==> src/hw/rtl/swm_pkg.sv <==
// Shared constants and types for the sliding-window median block.
package swm_pkg;

  localparam int unsigned MAX_WINDOW_DEF  = 64;
  localparam int unsigned SAMPLE_BITS_DEF = 31;

  localparam int unsigned CFG_W       = 7;
  localparam int unsigned COST_W      = 37;
  localparam int unsigned MEDIAN_W    = 31;
  localparam int unsigned OUT_TDATA_W = ((COST_W + MEDIAN_W + 7) / 8) * 8;

  // Row-wide command to every sort cell; at most one bit set.
  typedef struct packed {
    logic clear;
    logic insert;
    logic shift;
  } cell_ctrl_t;

endpackage

==> src/hw/rtl/swm_cell.sv <==
// One cell of the sorted row: holds one sample, inserts in order or shifts towards the head.
module swm_cell #(
  parameter int unsigned SAMPLE_BITS = swm_pkg::SAMPLE_BITS_DEF
) (
  input  logic                    clk_i,
  input  logic                    rst_ni,
  input  swm_pkg::cell_ctrl_t     ctrl_i,
  input  logic [SAMPLE_BITS-1:0]  key_i,
  input  logic [SAMPLE_BITS-1:0]  left_val_i,
  input  logic                    left_gt_i,
  input  logic                    left_vld_i,
  input  logic [SAMPLE_BITS-1:0]  right_val_i,
  input  logic                    right_vld_i,
  output logic [SAMPLE_BITS-1:0]  val_o,
  output logic                    gt_o,
  output logic                    vld_o
);

  logic [SAMPLE_BITS-1:0] val_q, val_d;
  logic                   vld_q, vld_d;
  logic                   take_key;

  assign gt_o  = vld_q & (val_q > key_i);
  // key lands in the first cell that is larger than it, or in the first empty cell
  assign take_key = ~left_gt_i & (gt_o | (~vld_q & left_vld_i));

  always_comb begin
    val_d = val_q;
    vld_d = vld_q;
    if (ctrl_i.clear) begin
      vld_d = 1'b0;
    end else if (ctrl_i.insert) begin
      if (left_gt_i) begin
        val_d = left_val_i;
        vld_d = 1'b1;
      end else if (take_key) begin
        val_d = key_i;
        vld_d = 1'b1;
      end
    end else if (ctrl_i.shift) begin
      val_d = right_val_i;
      vld_d = right_vld_i;
    end
  end

  always_ff @(posedge clk_i or negedge rst_ni) begin
    if (!rst_ni) begin
      vld_q <= 1'b0;
    end else begin
      vld_q <= vld_d;
    end
  end

  always_ff @(posedge clk_i) begin
    val_q <= val_d;
  end

  assign val_o = val_q;
  assign vld_o = vld_q;

endmodule

==> config.mk <==
export PLATFORM = sky130hd
export DESIGN_NAME = swm_cell
export DESIGN_NICKNAME = d
export VERILOG_FILES = /design/src/hw/rtl/swm_pkg.sv /design/src/hw/rtl/swm_cell.sv
export SDC_FILE = /design/constraint.sdc
export NUM_CORES = 1
export LEC_CHECK = 0
export ABC_CLOCK_PERIOD_IN_PS = 2700
export BUFFER_PORTS_ARGS = -buffer_cell sky130_fd_sc_hd__buf_2
export CORE_ASPECT_RATIO = 0.8
export CORE_UTILIZATION = 25
export CTS_CLUSTER_DIAMETER = 120
export DETAILED_ROUTE_END_ITERATION = 8
export PLACE_DENSITY = 0.49
export SKIP_LAST_GASP = 1
export SYNTH_ARGS = -nofsm -noshare
export SYNTH_HDL_FRONTEND = slang
export SYNTH_SLANG_ARGS = --single-unit
==> constraint.sdc <==
create_clock -name clk_i -period 2.7 [get_ports clk_i]
set_input_delay 0 -clock clk_i [delete_from_list [all_inputs] [get_ports clk_i]]
set_output_delay 0 -clock clk_i [all_outputs]
set_load 0.01 [all_outputs]
==> flow_summary.ini <==
[route]
detail_route.vias_per_cell = 4.41
dr_wl_met3_microns = 579
vias = 2234
routed.top_layer = met4
wl_met2_mm = 2.73
totalWireLength_mm = 6.52
drc = 9
m1WireLength_mm = 3.18
postRouteAntennaNets = 0
firstDrtPassIters = 6
drtIter0Drc = 65
wire_per_inst_microns = 12.9

[sta]
fin_skew_ps = 1.79
setup_viol = 0
maxSlewHeadroom_pct = 63.1
finalHoldViolCount = 0
rsz0062_at_grt = false
timing.fmax_mhz = 404
worst_slew_pin_slew_ps = 554
period_minus_slack_ps = 2480
period_share_pct = 91.7
maxSlewViolCount = 0
finalWorstSetupSlack_ps = 224

[placed_design]
hpwlAfterDp_mm = 5.20
portBuffers = 133
place_ws_ps = -81.3
gp_congestion = 0.725

[power]
power_density_nw_per_um2 = 460
irDropWorstVdd_mv = 0.214
leakagePower_nw = 1.71
power_mw = 1.55

[synth]
ys.flop_type = edfxtp_1
synth_area_leaders = edfxtp_1, ha_1, mux2i_1, a21oi_1, nor2_1
synth_cell_types = 27
yosys_warnings = 0
syn_nets = 390
synth.cell_area_sq_um = 2420
netlist.top_cell.by_area = edfxtp_1
synthTopCellsByCount = a21oi_1, nor2_1, inv_1
synth_top_area_share_pct = 38.4
ys_seq_area_share_pct = 39.5
synth.most_common_cell = a21oi_1
ys_ff_latch = 32
synth_edf_count = 31
synth_async_sr_flop_share_pct = 3.13
syn_area_per_cell_sq_um = 9.39
syn_inst = 258

[worst_setup_path]
cp-start-kind = flip-flop
crit_arrival_ps = 2440
path_max_fanout = 31
cp-end-kind = flip-flop
required_ps = 2670
critPathKind = flip-flop to flip-flop

[clock_network]
path_clk_slew_ps = 50
htreeDepth = 2
postCtsSetupBuffers = 0
root_buffer = clkbuf_16
cts.sinks = 32
insertion_delay_ps = 270
cts_tree = done
cts_buffer_depth = 2
cts_made_buffers = 5

[cells_and_area]
final_layout_size_suffix_gt1_share_pct = 36.5
area.growth.synth_to_final_pct = 39.4
multiInputGateArea_sq_um = 1310
num-fill-cells = 982
regArea_sq_um = 956
antenna_cells = 0
nets = 523

[floorplan]
die_x_microns = 112
die_area_sq_um = 10100
start_util_pct = 26.2
num_rows = 31
die_y_microns = 90.0
core_area_sq_um = 9230
io_pins = 134

[hold_path]
hp-class = input pin to asynchronous set/reset pin

[global_route]
antenna_found_initial = 0
grt_max_degree = 43
grt_pass1_wl_mm = 10.3
grt_pass1_vias = 2180
grt_overflow_total = 0
grt_usage_pct = 12.9

[run_status]
violations = design-rule violations
outcome = finished with violations

[job]
max_cap_violations = 0
==> critical path, cell delays in order (launching register included) <==
cell and delay [ps]:
edfxtp_1 380, ha_1 330, a21oi_1 160, a21oi_1 100, o31a_1 290, o41a_1 430, o31a_4 470
==> timing repair <==
item | in CTS | in global routing
endpoints found under the setup margin | 31 | 0
resized for setup | 1 | 0
hold buffers | 2 | 0
endpoints found under the hold margin | 2 | 0
==> report_power, final <==
group	switching, mW	total (mW)	leakage (nW)	internal (mW)
clock	0.193	0.560	0.0712	0.367
sequential	0.0181	0.616	0.303	0.597
combinational	0.203	0.379	1.33	0.176
total	0.414	1.55	1.71	1.14
==> layout make-up <==
class,instances,area share (%)
clock buffer,8,4.33
inverter,33,3.67
sequential,32,28.3
tap,115,4.26
timing repair buffer,137,20.7
multi-input combinational,182,38.7
==> cells in the final DEF, fill, tap and decap left out, drive strengths merged <==
cell type    instances
a21oi               43
ha                  31
o211ai               1
o22ai                1
nor4                 1
nor3                 2
dlygate4sd3          2
clkbuf               8
dfrtp                1
inv                 33
mux2i               31
nor2                39
buf                135
a21boi               1
o21a                 3
nand4                6
edfxtp              31
nand3                3
a211o                1
o41a                 1
nand3b               1
o21ai                4
a22oi                1
a211oi               2
nand2                7
a31oi                1
o31a                 2
==> state kept, by name (all words and copies together), names as in the netlist <==
name / cells
val_o: 31
vld_o: 1
==> per-stage QoR <==
stage | hold WS (ps) | cells | setup TNS (ps) | instance area [sq um] | util (%)
global route | 53.6 | 507 | 0 | 3380 | 36.6
floorplan | -296 | 258 | 0 | 2420 | -
global placement | -220 | 497 | 0 | 3200 | 34.7
detailed placement | -222 | 497 | -2490 | 3200 | 34.7
CTS | 36.0 | 507 | 0 | 3380 | 36.6
finish | 39.1 | 507 | 0 | 3380 | 36.6
==> logic make-up (layout without fill, tap and decap cells) <==
group,Yosys count,after routing,share of synthesized area [%]
AO/OA/AOI/OAI,61,61,14.5
AND/OR/NAND/NOR,59,59,10.3
buffers and inverters,44,178,6.97
flip-flops,32,32,39.5
adder cells (fa/ha/maj),31,31,16.0
multiplexers,31,31,12.8
==> metal layers <==
metal	up-vias	global-route usage, %
li1	1189	-
met1	954	17.6
met2	87	19.5
met3	4	4.25
met4	0	3.11
met5	-	0
==> final timing paths <==
kind,start,to,slack [ps],cells past startpoint
min in group clk_i,right_val_i[10],val_o[10]$_DFFE_PP_,50,3
setup / recovery,val_o[2]$_DFFE_PP_,val_o[20]$_DFFE_PP_,220,6
hold reg to reg,vld_o$_DFFE_PN0P_,vld_o$_DFFE_PN0P_,580,2
hold / removal,rst_ni,vld_o$_DFFE_PN0P_,40,2
max in group asynchronous,rst_ni,vld_o$_DFFE_PN0P_,2580,2
setup reg to reg,val_o[2]$_DFFE_PP_,val_o[20]$_DFFE_PP_,220,6
Power figures use the tool's default switching activity.
