[src/hw/rtl/swm_pkg.sv]
// Shared constants and types for the sliding-window median block.
package swm_pkg;

  localparam int unsigned MAX_WINDOW_DEF  = 64;
  localparam int unsigned SAMPLE_BITS_DEF = 31;

  localparam int unsigned CFG_W       = 7;
  localparam int unsigned COST_W      = 37;
  localparam int unsigned MEDIAN_W    = 31;
  localparam int unsigned OUT_TDATA_W = ((COST_W + MEDIAN_W + 7) / 8) * 8;

  // Row-wide command to every sort cell; at most one bit set.
  typedef struct packed {
    logic clear;
    logic insert;
    logic shift;
  } cell_ctrl_t;

endpackage

[src/hw/rtl/swm_ring.sv]
// Sample history memory: one write port, one registered read port.
module swm_ring #(
  parameter int unsigned DEPTH = swm_pkg::MAX_WINDOW_DEF,
  parameter int unsigned WIDTH = swm_pkg::SAMPLE_BITS_DEF,
  parameter int unsigned AW    = (DEPTH > 1) ? $clog2(DEPTH) : 1
) (
  input  logic             clk_i,
  input  logic             wr_en_i,
  input  logic [AW-1:0]    wr_addr_i,
  input  logic [WIDTH-1:0] wr_data_i,
  input  logic             rd_en_i,
  input  logic [AW-1:0]    rd_addr_i,
  output logic [WIDTH-1:0] rd_data_o
);

  logic [WIDTH-1:0] mem [DEPTH];
  logic [WIDTH-1:0] rd_data_q;

  always_ff @(posedge clk_i) begin
    if (wr_en_i) begin
      mem[wr_addr_i] <= wr_data_i;
    end
  end

  always_ff @(posedge clk_i) begin
    if (rd_en_i) begin
      rd_data_q <= mem[rd_addr_i];
    end
  end

  assign rd_data_o = rd_data_q;

endmodule

[config.mk]
export PLATFORM = sky130hd
export DESIGN_NAME = swm_ring
export DESIGN_NICKNAME = d
export VERILOG_FILES = /design/src/hw/rtl/swm_pkg.sv /design/src/hw/rtl/swm_ring.sv
export SDC_FILE = /design/constraint.sdc
export NUM_CORES = 2
export LEC_CHECK = 0
export ABC_CLOCK_PERIOD_IN_PS = 3800
export BUFFER_PORTS_ARGS = -buffer_cell sky130_fd_sc_hd__buf_4
export CAP_MARGIN = 0
export CORE_MARGIN = 4
export CORE_UTILIZATION = 28
export CTS_CLUSTER_DIAMETER = 200
export CTS_CLUSTER_SIZE = 40
export DETAILED_ROUTE_END_ITERATION = 12
export PLACE_DENSITY = 0.39
export RECOVER_POWER = 100
export SYNTH_ARGS = -nofsm -noshare
export SYNTH_HDL_FRONTEND = slang
export SYNTH_SLANG_ARGS = --single-unit
export TNS_END_PERCENT = 5
[constraint.sdc]
create_clock -name clk_i -period 3.8 [get_ports clk_i]
set_input_delay 0 -clock clk_i [delete_from_list [all_inputs] [get_ports clk_i]]
set_output_delay 0 -clock clk_i [all_outputs]
set_load 0.03 [all_outputs]
==> impl_summary.md <==
Worst hold path
The worst hold path belongs to the class in -> reg. The hold path depth is 4.

Route
The number of remaining DRC errors is 0. The initial detailed-routing violation count is approximately 3.9k. The detail route stage leaves a number of antenna-violating nets equal to 0. The detailed-route wire length per cell is 32.0 microns. The routed via count divided by cell count is slightly below 5. The number of iterations in the first detailed-routing pass is 5. The overall routed net length is 230000 microns. The count of vias placed by the detailed router is roughly 35k.

Clock network
The post-cts sizing count is 0. TritonCTS built the clock tree. The sink count of the clock tree is between 2k and 2.5k.

Counting the buffers created by CTS gives 56. The H-tree was split into 2 levels. The worst-case clock buffer depth is 3. The clock transition at the registers of the reported paths is 150 ps. The clock network latency to the later pin of the worst-skew pair is 770 ps. The root buffer cell chosen for the clock tree is sky130_fd_sc_hd__clkbuf_16.

The post-CTS setup repair buffer count is 0. Buffers inserted to repair hold after CTS numbered 37.

Floorplanning
The die extent in y is about 530 microns. The floorplan has 191 rows. The x dimension of the die is 531 microns. The I/O pin count is between 70 and 80. The die outline area is 282000 sq um. The floorplan step defined a core boundary enclosing 271000 sq um.

The starting density of the core is 0.282.

Timing
The post-route clock skew is around 36 ps. The final hold violation count is 0. Setup violations remaining at the end of the flow were counted as 0.

Measured against its own limit, the worst slew margin works out to -1.36. The total count of max-transition violations in the final report is 2161. In the finished design, the share of the clock period the worst path needs comes to 0.812. Setup slack closes at 713 ps. The minimum period implied by the final worst setup slack is 3090 ps. The transition time at the pin with the least slew margin is 3550 ps. The highest achievable clock rate is 324 MHz. The post-route setup TNS is 0 ps. Setup repair after global routing left no endpoint under its margin.

Final layout
The final layout net count is 3662. The area overhead of the layout relative to synthesis is 10.5%. The share of the core filled with cells is 0.312.

Counting the fill cells in the layout gives 26.0k. Of the cells placed in the final design, the portion with a size suffix greater than 1 is 0.203. The post-layout instance count excluding filler cells is 7199.

Status
The run finished, with violations left. The checks that failed: capacitance limit, slew limit.

Yosys
The per-instance average area after synthesis is 22.4 sq um. Ranked by total cell area, the synthesized netlist is headed by sky130_fd_sc_hd__edfxtp_1 (79%), sky130_fd_sc_hd__mux4_2 (12%), sky130_fd_sc_hd__mux2i_1 (3.9%). The synthesized design spends more area on one cell type than any other, namely sky130_fd_sc_hd__edfxtp_1. The sequential element share of the synthesized area is 0.790. The number of distinct standard cells referenced by the synthesized netlist is 32.

The cell area that synthesis handed to floorplanning was 76600 sq um. The share of synthesized registers carrying an async set or reset is 0. The number of synthesized flops with an enable pin is between 2k and 2.5k.

The number of nets produced by synthesis is 3464. Counting instances in the post-synthesis netlist gives the leading cell types as sky130_fd_sc_hd__edfxtp_1 (2015), sky130_fd_sc_hd__mux4_2 (403), sky130_fd_sc_hd__mux2i_1 (295). For this run, the leading register cell type out of synthesis is sky130_fd_sc_hd__edfxtp_1. The flip-flop and latch count after synthesis is 2015. Synthesis produced ~3.4k cells. The number of warning messages in the yosys log is 0. The share of synthesized area in the top cell type comes to 0.790.

The library cell with the highest instance count after synthesis is sky130_fd_sc_hd__edfxtp_1.

Placed design
After detailed placement, the design holds a cell count of 7091. The count of buffers added on input and output ports is 76. Once detailed placement completed, the half-perimeter wirelength came to 135000 microns. OpenSTA, run right after detailed placement, puts the worst setup slack at 566 ps.

Routability-driven placement finished with a final weighted congestion of between 0.7 and 0.8.

GRT
The via count of the first global-routing pass is about 36k. Entering global routing, the biggest net connects 80 pins. The combined global-route utilization of all metal layers is 0.161. The initial antenna violation count is 26. The leftover overflow at the end of global routing is 0. The first global-routing pass estimated 315000 microns of wire.

Run
The reported max-cap violation count is 45.

Power
The power per unit of standard cell area is 430 nW/um^2. IR analysis of the VDD net gives a maximum drop of 0.000292 V. The total leakage power is around 26 nW. The power consumption is 0.0364 W.

Worst setup path
The critical path launch point type is a primary input. The worst setup path is captured at a flip-flop. Data on the critical path is required at its endpoint by around 4200 ps.

The critical path class is in -> reg. STA puts the critical path data arrival time at 3480 ps. The depth of the most critical reg-to-reg path is 5. In this run the worst path has a maximum fanout of 16.
## per-stage QoR
stage          hold slack [ps]  area (sq um)
4_1_cts                   12.4         85300
5_1_grt                   43.5         84700
6_report                  82.6         84700
2_1_floorplan             98.9         76600
3_3_place_gp               472         83500
3_5_place_dp               480         83500
## layer usage
metal / wire (microns) / global-route usage
met5: 0 / 0
met4: 3100 / 0.0242
met3: 7180 / 0.0130
met2: 114000 / 0.272
met1: 106000 / 0.230
## cell usage in the layout (no fill, tap or decap), types with 3 or more instances in the layout
cell / count
sky130_fd_sc_hd__buf_12: 38
sky130_fd_sc_hd__mux2i_1: 295
sky130_fd_sc_hd__o22ai_1: 85
sky130_fd_sc_hd__nand3b_1: 5
sky130_fd_sc_hd__a211oi_1: 3
sky130_fd_sc_hd__dlygate4sd3_1: 37
sky130_fd_sc_hd__o21ai_1: 3
sky130_fd_sc_hd__clkbuf_16: 57
sky130_fd_sc_hd__a31oi_1: 52
sky130_fd_sc_hd__mux2_2: 7
sky130_fd_sc_hd__clkbuf_2: 49
sky130_fd_sc_hd__nor2_1: 27
sky130_fd_sc_hd__a21o_1: 26
sky130_fd_sc_hd__buf_8: 3
sky130_fd_sc_hd__nand2_1: 10
sky130_fd_sc_hd__nor2_2: 3
sky130_fd_sc_hd__nor2b_1: 4
sky130_fd_sc_hd__diode_2: 13
sky130_fd_sc_hd__nand2b_1: 4
sky130_fd_sc_hd__nand3_1: 5
sky130_fd_sc_hd__clkbuf_1: 94
sky130_fd_sc_hd__and3_1: 26
sky130_fd_sc_hd__o31ai_1: 23
sky130_fd_sc_hd__a22oi_1: 104
sky130_fd_sc_hd__o21ai_0: 49
sky130_fd_sc_hd__o31ai_2: 3
sky130_fd_sc_hd__edfxtp_1: 2015
sky130_fd_sc_hd__nor3_1: 5
sky130_fd_sc_hd__buf_4: 113
sky130_fd_sc_hd__mux4_2: 403
sky130_fd_sc_hd__nor2_4: 47
## kinds of logic (layout without fill, tap and decap cells)
| group | after synthesis | after routing | synth area share |
|---|---|---|---|
| flops | 2015 | 2015 | 0.790 |
| mux | 705 | 705 | 0.158 |
| compound gates | 352 | 352 | 0.0305 |
| buf+inv | 195 | 393 | 0.0122 |
| simple gates | 151 | 151 | 0.00949 |
| other cells | 0 | 13 | 0 |
## path summary, 6_finish.rpt
kind	from	end	slack, ps
max reg2reg	mem[33][27]	rd_data_o[27]	1320
max	wr_addr_i[1]	mem[44][24]	710
min	rd_addr_i[5]	rd_data_o[17]	80
min reg2reg	mem[58][13]	rd_data_o[13]	930
## state kept, by name, indices dropped and copies added (netlist names)
name and cells:
mem 1984, rd_data_o 31
## area by class of cell
type / count / area, sq um / share of cell area
diodes: 13 / 32.5 / 0.000384
flip-flops and latches: 2015 / 60500 / 0.715
well taps: 3570 / 4470 / 0.0527
multi-input cells: 1208 / 15600 / 0.184
repair buffers: 335 / 2630 / 0.0311
clock buffers: 57 / 1430 / 0.0168
clock inverters: 1 / 30.0 / 0.000355
## worst max-delay path, cell delays in order
cell	delay [ps]
sky130_fd_sc_hd__dlygate4sd3_1	540
sky130_fd_sc_hd__clkbuf_1	310
sky130_fd_sc_hd__nor2b_1	260
sky130_fd_sc_hd__nand2_1	530
sky130_fd_sc_hd__nor2_4	750
sky130_fd_sc_hd__clkbuf_1	1040
## power by group
part | internal (W) | switching [W]
registers | 0.0247 | 0.0000899
logic | 0.000840 | 0.00164
clock network | 0.00274 | 0.00641
No activity file was read; power rests on OpenSTA's default activity.
